--- src/hw/rtl/pcmu_pkg.sv ---
// pcmu_pkg: shared types, format codes and constants for the pcm unpack block
// used by the front, queue, back and top-level modules
`default_nettype none

package pcmu_pkg;

  // field widths
  localparam int SAMPLE_W = 32;
  localparam int GAIN_W   = 20;
  localparam int BYTE_W   = 8;
  localparam int HELD_W   = 16;
  localparam int CFG_W    = 20;

  // gain fixed point
  localparam int GAIN_FRAC_BITS = 16;
  localparam logic [63:0] GAIN_UNITY = 64'd1 << GAIN_FRAC_BITS;
  localparam int PROD_W = SAMPLE_W + GAIN_W;

  // sample format codes
  localparam logic [1:0] FMT_U8  = 2'd0;
  localparam logic [1:0] FMT_S16 = 2'd1;
  localparam logic [1:0] FMT_S24 = 2'd2;
  localparam logic [1:0] FMT_BAD = 2'd3;

  // register indexes
  localparam logic REG_FORMAT = 1'b0;
  localparam logic REG_GAIN   = 1'b1;

  // register reset values
  localparam logic [1:0]        FORMAT_RESET = FMT_S16;
  localparam logic [GAIN_W-1:0] GAIN_RESET   = GAIN_W'(GAIN_UNITY);

  // 8-bit unsigned offset
  localparam logic [BYTE_W-1:0] U8_OFFSET = 8'h80;

  // saturation limits on the magnitude after scaling
  localparam logic [PROD_W-1:0] POS_LIMIT = PROD_W'(64'h7FFF_FFFF);
  localparam logic [PROD_W-1:0] NEG_LIMIT = PROD_W'(64'h8000_0000);

  // queue between front and back
  localparam int QUEUE_DEPTH = 4;
  localparam int QUEUE_AW    = $clog2(QUEUE_DEPTH);

  // one gathered sample on its way to the gain stage
  typedef struct packed {
    logic [SAMPLE_W-1:0] raw;
    logic                err;
  } pcmu_item_t;

endpackage

`default_nettype wire

--- src/hw/rtl/pcm_unpack_gain_saturate.sv ---
// pcm_unpack_gain_saturate: top level with configuration registers
// depends on pcmu_pkg, pcmu_front, pcmu_queue, pcmu_back
//
// Usage:
//   Input channel (in_valid, in_stall, data_byte, block_start) carries one
//   byte of little-endian PCM per transfer. block_start drops any partial
//   sample before the byte is taken. Output channel (out_valid, out_stall,
//   sample, format_error) carries one gained, saturated 32-bit sample per
//   completed sample, or one error result per byte when the format is
//   unsupported.
//   Configuration: cfg_write with cfg_index 0 sets sample_format, index 1
//   sets the Q4.16 gain; write only while the block is idle.
//   Throughput: one byte per clock while in_stall is low. A result passes
//   through the queue and then the magnitude, multiply and saturate
//   stages after the transfer of its last byte.
//   A 4-entry queue parts the byte front end from the multiply pipeline;
//   in_stall rises only when that queue is full.
//   When out_stall is high with out_valid set, the output holds its result
//   and the back end freezes; the front keeps taking bytes until the queue fills.
//   Reset empties the queue and pipeline, drops any partial sample, sets
//   the format to 16-bit and the gain to unity.
`default_nettype none

module pcm_unpack_gain_saturate
  import pcmu_pkg::*;
(
  input  wire logic                  clk,
  input  wire logic                  rst,
  input  wire logic                  cfg_write,
  input  wire logic                  cfg_index,
  input  wire logic [CFG_W-1:0]      cfg_data,
  input  wire logic                  in_valid,
  output logic                       in_stall,
  input  wire logic [BYTE_W-1:0]     data_byte,
  input  wire logic                  block_start,
  output logic                       out_valid,
  input  wire logic                  out_stall,
  output logic signed [SAMPLE_W-1:0] sample,
  output logic                       format_error
);

  logic [1:0]        sample_format;
  logic [GAIN_W-1:0] gain;
  logic              push, pop, full, empty;
  pcmu_item_t        push_item, pop_item;

  // configuration registers
  always_ff @(posedge clk) begin
    if (rst) begin
      sample_format <= FORMAT_RESET;
      gain          <= GAIN_RESET;
    end else if (cfg_write) begin
      unique case (cfg_index)
        REG_FORMAT: sample_format <= cfg_data[1:0];
        REG_GAIN:   gain          <= cfg_data[GAIN_W-1:0];
        default:    ;
      endcase
    end
  end

  pcmu_front u_front (
    .clk           (clk),
    .rst           (rst),
    .sample_format (sample_format),
    .in_valid      (in_valid),
    .in_stall      (in_stall),
    .data_byte     (data_byte),
    .block_start   (block_start),
    .queue_full    (full),
    .push          (push),
    .push_item     (push_item)
  );

  pcmu_queue u_queue (
    .clk       (clk),
    .rst       (rst),
    .push      (push),
    .push_item (push_item),
    .pop       (pop),
    .pop_item  (pop_item),
    .full      (full),
    .empty     (empty)
  );

  pcmu_back u_back (
    .clk          (clk),
    .rst          (rst),
    .gain         (gain),
    .queue_item   (pop_item),
    .queue_empty  (empty),
    .queue_pop    (pop),
    .out_valid    (out_valid),
    .out_stall    (out_stall),
    .sample       (sample),
    .format_error (format_error)
  );

endmodule

`default_nettype wire

--- src/hw/rtl/pcmu_front.sv ---
// pcmu_front: takes raw bytes, gathers them into left-justified samples
// depends on pcmu_pkg
`default_nettype none

module pcmu_front
  import pcmu_pkg::*;
(
  input  wire logic              clk,
  input  wire logic              rst,
  input  wire logic [1:0]        sample_format,
  input  wire logic              in_valid,
  output logic                   in_stall,
  input  wire logic [BYTE_W-1:0] data_byte,
  input  wire logic              block_start,
  input  wire logic              queue_full,
  output logic                   push,
  output pcmu_item_t             push_item
);

  logic [HELD_W-1:0] held, held_next;
  logic [1:0]        cnt, cnt_next;
  logic [HELD_W-1:0] hb;
  logic [1:0]        hc, hc_sat;
  logic              has_result;
  logic              accept;

  assign in_stall = queue_full;
  assign accept   = in_valid && !queue_full;
  assign push     = accept && has_result;

  // byte gathering and classification
  always_comb begin
    hb     = block_start ? '0 : held;
    hc     = block_start ? 2'd0 : cnt;
    hc_sat = (hc == 2'd3) ? 2'd2 : hc;
    held_next      = hb;
    cnt_next       = hc;
    has_result     = 1'b0;
    push_item.raw  = '0;
    push_item.err  = 1'b0;
    unique case (sample_format)
      FMT_U8: begin
        has_result    = 1'b1;
        push_item.raw = {data_byte ^ U8_OFFSET, 24'd0};
        held_next     = '0;
        cnt_next      = 2'd0;
      end
      FMT_S16: begin
        if (hc_sat == 2'd0) begin
          held_next = {8'd0, data_byte};
          cnt_next  = 2'd1;
        end else begin
          has_result    = 1'b1;
          push_item.raw = {data_byte, hb[7:0], 16'd0};
          held_next     = '0;
          cnt_next      = 2'd0;
        end
      end
      FMT_S24: begin
        if (hc_sat == 2'd0) begin
          held_next = {8'd0, data_byte};
          cnt_next  = 2'd1;
        end else if (hc_sat == 2'd1) begin
          held_next = {data_byte, hb[7:0]};
          cnt_next  = 2'd2;
        end else begin
          has_result    = 1'b1;
          push_item.raw = {data_byte, hb, 8'd0};
          held_next     = '0;
          cnt_next      = 2'd0;
        end
      end
      default: begin
        // unsupported width: error result, partial sample dropped
        has_result    = 1'b1;
        push_item.err = 1'b1;
        held_next     = '0;
        cnt_next      = 2'd0;
      end
    endcase
  end

  // partial sample state
  always_ff @(posedge clk) begin
    if (rst) begin
      held <= '0;
      cnt  <= 2'd0;
    end else if (accept) begin
      held <= held_next;
      cnt  <= cnt_next;
    end
  end

endmodule

`default_nettype wire

--- src/hw/rtl/pcmu_queue.sv ---
// pcmu_queue: short first-in first-out queue between front and back
// depends on pcmu_pkg
`default_nettype none

module pcmu_queue
  import pcmu_pkg::*;
(
  input  wire logic       clk,
  input  wire logic       rst,
  input  wire logic       push,
  input  wire pcmu_item_t push_item,
  input  wire logic       pop,
  output pcmu_item_t      pop_item,
  output logic            full,
  output logic            empty
);

  pcmu_item_t              mem [QUEUE_DEPTH];
  logic [QUEUE_AW-1:0]     wr_ptr, rd_ptr;
  logic [QUEUE_AW:0]       count;

  assign full     = (count == (QUEUE_AW+1)'(QUEUE_DEPTH));
  assign empty    = (count == '0);
  assign pop_item = mem[rd_ptr];

  // storage
  always_ff @(posedge clk) begin
    if (push) begin
      mem[wr_ptr] <= push_item;
    end
  end

  // pointers and fill count
  always_ff @(posedge clk) begin
    if (rst) begin
      wr_ptr <= '0;
      rd_ptr <= '0;
      count  <= '0;
    end else begin
      if (push) begin
        wr_ptr <= wr_ptr + 1'b1;
      end
      if (pop) begin
        rd_ptr <= rd_ptr + 1'b1;
      end
      unique case ({push, pop})
        2'b10:   count <= count + 1'b1;
        2'b01:   count <= count - 1'b1;
        default: count <= count;
      endcase
    end
  end

endmodule

`default_nettype wire

--- src/hw/rtl/pcmu_back.sv ---
// pcmu_back: gain multiply, truncation toward zero and saturation
// depends on pcmu_pkg
`default_nettype none

module pcmu_back
  import pcmu_pkg::*;
(
  input  wire logic                clk,
  input  wire logic                rst,
  input  wire logic [GAIN_W-1:0]   gain,
  input  wire pcmu_item_t          queue_item,
  input  wire logic                queue_empty,
  output logic                     queue_pop,
  output logic                     out_valid,
  input  wire logic                out_stall,
  output logic signed [SAMPLE_W-1:0] sample,
  output logic                     format_error
);

  logic                adv;

  // stage 1: sign and magnitude
  logic                s1_valid;
  logic                s1_neg, s1_err, s1_bypass;
  logic [SAMPLE_W-1:0] s1_mag, s1_raw;

  // stage 2: product
  logic                s2_valid;
  logic                s2_neg, s2_err, s2_bypass;
  logic [SAMPLE_W-1:0] s2_raw;
  logic [PROD_W-1:0]   s2_prod;

  // stage 3 next values
  logic [PROD_W-1:0]   scaled;
  logic [SAMPLE_W-1:0] result;

  // whole pipeline moves unless the output holds a stalled result
  assign adv       = !out_valid || !out_stall;
  assign queue_pop = adv && !queue_empty;

  // valid bits
  always_ff @(posedge clk) begin
    if (rst) begin
      s1_valid  <= 1'b0;
      s2_valid  <= 1'b0;
      out_valid <= 1'b0;
    end else if (adv) begin
      s1_valid  <= queue_pop;
      s2_valid  <= s1_valid;
      out_valid <= s2_valid;
    end
  end

  // stage 1
  always_ff @(posedge clk) begin
    if (adv) begin
      s1_raw    <= queue_item.raw;
      s1_err    <= queue_item.err;
      s1_neg    <= queue_item.raw[SAMPLE_W-1];
      s1_mag    <= queue_item.raw[SAMPLE_W-1] ? (~queue_item.raw + 1'b1) : queue_item.raw;
      s1_bypass <= ({{(64-GAIN_W){1'b0}}, gain} == GAIN_UNITY);
    end
  end

  // stage 2
  always_ff @(posedge clk) begin
    if (adv) begin
      s2_raw    <= s1_raw;
      s2_err    <= s1_err;
      s2_neg    <= s1_neg;
      s2_bypass <= s1_bypass;
      s2_prod   <= PROD_W'(s1_mag) * PROD_W'(gain);
    end
  end

  // truncate, saturate and restore sign
  always_comb begin
    scaled = s2_prod >> GAIN_FRAC_BITS;
    if (s2_err) begin
      result = '0;
    end else if (s2_bypass) begin
      result = s2_raw;
    end else if (!s2_neg) begin
      result = (scaled > POS_LIMIT) ? POS_LIMIT[SAMPLE_W-1:0] : scaled[SAMPLE_W-1:0];
    end else if (scaled > NEG_LIMIT) begin
      result = ~NEG_LIMIT[SAMPLE_W-1:0] + 1'b1;
    end else begin
      result = ~scaled[SAMPLE_W-1:0] + 1'b1;
    end
  end

  // output register
  always_ff @(posedge clk) begin
    if (adv) begin
      sample       <= result;
      format_error <= s2_err;
    end
  end

endmodule

`default_nettype wire

--- config.mk ---
export PLATFORM = sky130hd
export DESIGN_NAME = pcm_unpack_gain_saturate
export DESIGN_NICKNAME = d
export VERILOG_FILES = /design/src/hw/rtl/pcmu_pkg.sv /design/src/hw/rtl/pcm_unpack_gain_saturate.sv /design/src/hw/rtl/pcmu_front.sv /design/src/hw/rtl/pcmu_queue.sv /design/src/hw/rtl/pcmu_back.sv
export SDC_FILE = /design/constraint.sdc
export NUM_CORES = 2
export LEC_CHECK = 0
export BUFFER_PORTS_ARGS = -buffer_cell sky130_fd_sc_hd__buf_4
export CORE_UTILIZATION = 40
export CTS_BUF_LIST = sky130_fd_sc_hd__clkbuf_16
export DETAILED_ROUTE_END_ITERATION = 6
export GPL_TIMING_DRIVEN = 1
export PLACE_DENSITY_LB_ADDON = 0.05
export RECOVER_POWER = 50
export SLEW_MARGIN = 25
export SYNTH_ARGS = -nofsm -noshare
export SYNTH_HDL_FRONTEND = slang
export SYNTH_SLANG_ARGS = --single-unit
--- constraint.sdc ---
create_clock -name clk -period 16.5 [get_ports clk]
set_input_delay 0.825 -clock clk [delete_from_list [all_inputs] [get_ports clk]]
set_output_delay 0.825 -clock clk [all_outputs]
set_load 0.03 [all_outputs]
# After elaboration in Yosys (flattened, before gate mapping)
# Memory sizes are Yosys's and may differ from the RTL's. A register that Yosys moved wholly into a read port is not among the register bits.
# Cells that the tools add are included.
# Widths: inputs -> output; s select.
[word_totals]
reg_bits = 237
latch_bits = 0
ram_bits = 132
romBits = 0
output_inout_bits = 35
word_cells = 90
n_memories = 1
[mem_list]
columns = ["memory", "depth", "width", "read_ports", "rd_clocked_by_memory_dff", "write_ports", "line", "rtl"]
rows = [
  ["u_queue.mem", 4, 33, 1, 1, 1, "pcmu_queue.sv:18", "pcmu_item_t mem [QUEUE_DEPTH];"],
]
[classes]
add_sub_neg = 6
multipliers = 1
div = 0
n_lt_le_gt_ge = 2
eq_ne = 8
shifts = 0
mux = 30
n_bitwise = 4
reduce_logical = 15
[ops]
columns = ["cell", "n"]
rows = [
  ["$mux 32", 7],
  ["$pmux 32 s3", 1],
  ["$add 32x1->32 const B", 2],
  ["$not 32->32", 2],
  ["$mul 32x20->52", 1],
  ["$mux 16", 3],
  ["$gt 36x31->1 const B", 1],
  ["$gt 36x32->1 const B", 1],
  ["$pmux 16 s2", 1],
  ["$mux 31", 1],
  ["$eq 20x17->1 const B", 1],
  ["$mux 2", 6],
  ["$mux 8", 1],
  ["$mux 1", 7],
  ["$eq 2x1->1 const B", 3],
  ["$eq 2x2->1 const B", 3],
  ["$pmux 3 s2", 1],
  ["$add 2x1->2 const B", 2],
  ["$logic_not 1->1", 4],
  ["$logic_not 2->1", 2],
  ["$pmux 2 s2", 1],
  ["$reduce_and 2->1", 2],
  ["$add 3x1->3 const B", 1],
  ["$eq 3x3->1 const B", 1],
  ["other kinds (8)", 11],
]

# Depth between registers and ports, before layout
[logic_depth]
depth_word = 10
mapped_depth = 26

# Modules after synthesis
# Synthesis repeated with hierarchy kept, for this count alone.
[hier_totals]
hier_cells = 3261
area_unflattened_um2 = 34822.1
[by_module_without_submodules]
columns = ["mod", "n_inst", "cells_per_inst", "area_per_inst_um2", "seq_area_each_um2"]
rows = [
  ["pcmu_back", 1, 2841, 27532.7, 5104.9],
  ["pcmu_queue", 1, 220, 5242.5, 4144.0],
  ["pcm_unpack_gain_saturate", 1, 99, 1052.3, 440.4],
  ["pcmu_front", 1, 101, 994.7, 360.3],
]

# Worst setup path before layout
# OpenSTA, ideal clock, no wires.
[synth_timing]
path_kind = "register to register"
from = "register gain[11]"
to = "register u_back.s2_prod[51] (data pin)"
setup_ns = 0.264
arrival_time_ns = 6.922
t_required_ns = 16.236
path_slack_ns = 9.314
path_stages_with_launch = 25
n_path_buf = 3
synth_period_minus_slack_ns = 7.186
path_cell_list = "dfxtp_1 > clkbuf_1 > clkbuf_1 > nand2_1 > fa_1 > inv_1 > fa_1 > inv_1 > fa_1 > inv_1 > fa_1 > fa_1 > fa_1 > inv_1 > fa_1 > inv_1 > ha_1 > clkbuf_1 > nand4_1 > or4_1 > o221ai_1 > a31oi_1 > o41ai_1 > a221oi_1 > xnor2_1"
[synth_between]
elab_chain_cells = 1
[synth_rtl]
columns = ["item", "line", "rtl"]
rows = [
  ["from (decl)", "pcm_unpack_gain_saturate.sv:43", "logic [GAIN_W-1:0] gain;"],
  ["from (signal assigned)", "pcm_unpack_gain_saturate.sv:55", "REG_GAIN: gain <= cfg_data[GAIN_W-1:0];"],
  ["$mul 32x20->52", "pcmu_back.sv:72", "s2_prod <= PROD_W'(s1_mag) * PROD_W'(gain);"],
  ["to (signal assigned)", "pcmu_back.sv:72", ""],
  ["to (decl)", "pcmu_back.sv:31", "logic [PROD_W-1:0] s2_prod;"],
]
# No other way between the ends.
# A chain may end at the register's enable or synchronous reset.

# Final worst setup path
[layout_timing]
from = "register u_back.s1_mag[17]"
to = "register u_back.s2_prod[51] (data pin)"
[layout_between]
elab_chain_cells = 1
[layout_rtl]
columns = ["item", "line", "rtl"]
rows = [
  ["from (decl)", "pcmu_back.sv:25", "logic [SAMPLE_W-1:0] s1_mag, s1_raw;"],
  ["from (signal assigned)", "pcmu_back.sv:60", "s1_mag <= queue_item.raw[SAMPLE_W-1] ? (~queue_item.raw + 1'b1) : queue_item.raw;"],
  ["$mul 32x20->52", "pcmu_back.sv:72", ""],
]
# No other way between the ends.

==> flow_summary.yaml <==
run_status:
  status: "finished with violations"
  violations: "max-capacitance violations, max-slew violations"
cells_and_area:
  layout-drive-gt1-share_pct: 6.21
  n_antenna_cell: 0
  area_delta_synth_final_pct: 8.28
  seqCellArea_um2: 8370
  postLayoutCoreUtil_pct: 43.8
  multiInputGateArea_um2: 17000
  num-fill-cells: 6623
  nNetsFinal: 3257
pwr:
  power_density_nw_per_um2: 213
  power_leakage_nw: 13.6
  swShare_pct: 51.6
  clockPowerShare_pct: 11.4
  power.switching_mw: 3.29
  vdd_ir_drop_max_uv: 248
  power.share.combinational_pct: 65.9
  seqPwrFrac_pct: 22.7
  p_int_mw: 3.08
clocking:
  clockBufferDepth: 3
  cts_tree: "yes"
  postCtsHoldBufs: 0
  clk_pin_slew_ns: 0.06
  cts_setup_buffers: 0
  cts_root_buf: "clkbuf_16"
  clock_sinks: 296
  ctsHtreeMaxLevel: 2
  cts_made_buffers: 35
  clock_latency_ns: 0.55
  cts-resized-gates: 0
floorplan:
  start_util_pct: 40.4
  num_io_pins: 70
  design.die.area_um2: 70200
  num_rows: 96
  core_area_um2: 68500
  die_h_um: 265
  die_width_um: 265
timing:
  period_minus_slack_ns: 8.23
  drv_slew: 137
  tightest_slew_ns: 3.07
  finalHoldViolations: 0
  setup_tns_ns: 0
  fin_skew_ns: 0.0420
  slew-limit-headroom_pct: -105
  hold_slack_ns: 0.404
  max_freq_mhz: 122
  grt_setup_unrepaired: "false"
  finalSetupViolCount: 0
  fin_crit_sh_pct: 49.9
setup_path:
  crit_fanout: 20
  cp_common_cell: "fa_1"
  reg2reg_slack_ns: 8.27
  path_cells: "and2_1, fa_1, fa_1, inv_1, fa_1, inv_1, fa_1, inv_1, fa_1, inv_1, fa_1, inv_1, fa_1, inv_1, ha_1, and3_1, nand3_1, or4_1, o221ai_1, a31oi_1, o41ai_1, a221oi_1, xnor2_1"
  crit_path_end_kind: "flip-flop"
  cp.required_ns: 16.79
  rr_worst_depth: 23
  slowest_delay_ns: 1.02
  cp_slowest_cell: "edfxtp_1"
  critPathArrivalTime_ns: 8.51
  crit_type: "flip-flop to flip-flop"
  worstSetupStartpointType: "flip-flop"
logic_synthesis:
  synthArstFlopShare_pct: 0
  yosys_warnings: 0
  synth_top_area_share_pct: 28.4
  synth_fp_nets: 3257
  synthTopCellsByArea: "fa_1, edfxtp_1, ha_1"
  yosysTopAreaCell: "fa_1"
  avgSynthCellArea_um2: 10.4
  netlist_instances: 2667
  synth-edff-count: 244
  synthFlopType: "edfxtp_1"
  ys_seq_area_share_pct: 30.2
  synth.ff_latch_count: 296
  synth.distinct_cells: 73
  netlist_area_um2: 27700
hold_path:
  hold_class: "flip-flop to flip-flop"
  hold-path-cell-count: 0
global_routing:
  grt_use_total_pct: 22.1
  gr-total-overflow: 0
  grt_first_pass_wirelength_mm: 117
  grt_antenna_before_repair: 2
  grt_pass1_vias: 19800
  grt_max_degree: 73
routing:
  postRouteAntennaNets: 0
  first_iter_violations: 1076
  wl_mm: 75.3
  vias: 18600
  vias_per_cell: 5.22
  wl_per_cell_um: 21.1
  route.detailed.drc: 0
  drtPass1Iterations: 5
job:
  maxCapViolations: 3
place:
  io_buffers: 69
  gp_congestion: 0.873
  hpwl_mm: 56.6
==> registers in the layout, summed over array words and instances, names as in the netlist, named ones only <==
| name | flops |
|---|---|
| u_back.s2_err | 1 |
| u_back.s1_bypass | 1 |
| u_back.s2_raw | 23 |
| u_back.s2_neg | 1 |
| u_queue.count | 3 |
| u_queue.wr_ptr | 2 |
| u_front.held | 16 |
| u_front.cnt | 2 |
| u_back.s1_valid | 1 |
| u_back.out_valid | 1 |
| gain | 20 |
| u_queue.mem | 100 |
| u_back.s2_bypass | 1 |
| sample_format | 2 |
| u_back.s1_raw | 24 |
| u_queue.rd_ptr | 2 |
| u_back.s1_err | 1 |
| u_back.format_error | 1 |
| u_back.s1_mag | 23 |
| u_back.s2_prod | 36 |
| u_back.sample | 32 |
| u_back.s2_valid | 1 |
==> critical path, delay by kind of cell, from the launching register on <==
kind                       cells  cell delay (ns)
xor gates and xnor gates       1             0.15
buffers and inverters          6             0.31
DFF                            1             1.02
adders and majority gates      8             3.93
AOI/OAI and AO/OA              4             1.53
and+or+nand+nor                4             1.02
==> synth_stat cells, types with 13 or more instances <==
cell	count
a21oi_1	108
nor2_1	93
clkbuf_1	131
nand2_1	324
xor2_1	35
a31oi_1	18
fa_1	392
nand4_1	13
edfxtp_1	244
xnor2_1	29
inv_1	466
dfxtp_1	52
o21ai_0	41
nor3_1	36
mux4_2	24
a22oi_1	18
nand3_1	19
and2_1	271
a21o_1	20
ha_1	163
==> cells by family after synthesis <==
family                   share of synthesized area (%)
adder cells (fa/ha/maj)                           35.7
XOR/XNOR                                          2.03
multiplexers                                      2.03
buffers and inverters                             8.36
AO/OA/AOI/OAI                                     6.57
flip-flops                                        30.2
AND/OR/NAND/NOR                                   15.0
==> final cells by class <==
class | instances | area share [%]
repair buffers | 105 | 2.22
flip-flops and latches | 296 | 27.9
clock inverters | 25 | 0.539
well taps | 882 | 3.68
inverters | 467 | 5.85
clock buffers | 36 | 3.01
multi-input cells | 1762 | 56.8
==> per-layer routing <==
layer,wire [µm],global-route usage [%],vias to the layer above,part of all wire (%)
met3,2690,2.31,101,3.6
met1,33500,30.1,9586,44
met5,13,0,-,0.017
li1,-,-,8533,-
met4,2500,7.45,2,3.3
met2,36600,36.7,413,49
==> power by group through the flow <==
stage	Combinational, mW	Clock, mW	Sequential [mW]
2_1_floorplan	2.91	0	1.33
3_3_place_gp	4.23	0	1.47
3_5_place_dp	4.25	0	1.47
4_1_cts	4.29	0.744	1.46
5_1_grt	4.71	0.769	1.47
6_report	4.19	0.726	1.45
==> metrics by stage <==
stage	area, µm²	instances	worst slack [ns]	total power, mW
final	30000	3573	8.27	6.37
after global routing	30000	3573	7.87	6.95
after CTS	30100	3572	8.21	6.49
after detailed placement	29000	3511	8.21	5.72
after global placement	29000	3510	8.41	5.70
after floorplan	27700	2667	9.31	4.23
==> cell usage in the layout, fill, tap and decap left out, types with 5 or more instances in the layout <==
cell,count
nand2b_1,5
and3_1,9
nor2b_1,6
and2_1,260
a21o_1,20
clkbuf_1,40
nand3b_1,5
o21bai_1,5
a311oi_1,6
a31oi_1,18
and2_0,11
dfxtp_2,5
nor3_1,36
dfxtp_1,47
xor2_1,35
buf_4,63
fa_1,392
a21oi_1,108
nor2_1,93
a22oi_1,18
o21ai_0,40
nor4_1,11
inv_1,469
clkinv_1,9
or3_1,10
a22o_1,6
clkbuf_16,36
o31ai_1,9
clkinv_2,8
mux4_2,24
nand4_1,13
ha_1,163
nand2_1,324
o21a_1,7
o211ai_1,5
edfxtp_1,244
nand3_1,19
a221oi_1,10
a41oi_1,7
xnor2_1,29
==> path summary, 6_finish.rpt <==
kind / start / endpoint
min: u_back.s1_raw[9] / u_back.s2_raw[9]
max reg2reg: u_back.s1_mag[17] / u_back.s2_prod[51]
min reg2reg: u_back.s1_raw[9] / u_back.s2_raw[9]
max: u_back.s1_mag[17] / u_back.s2_prod[51]
Power figures use the tool's default switching activity.
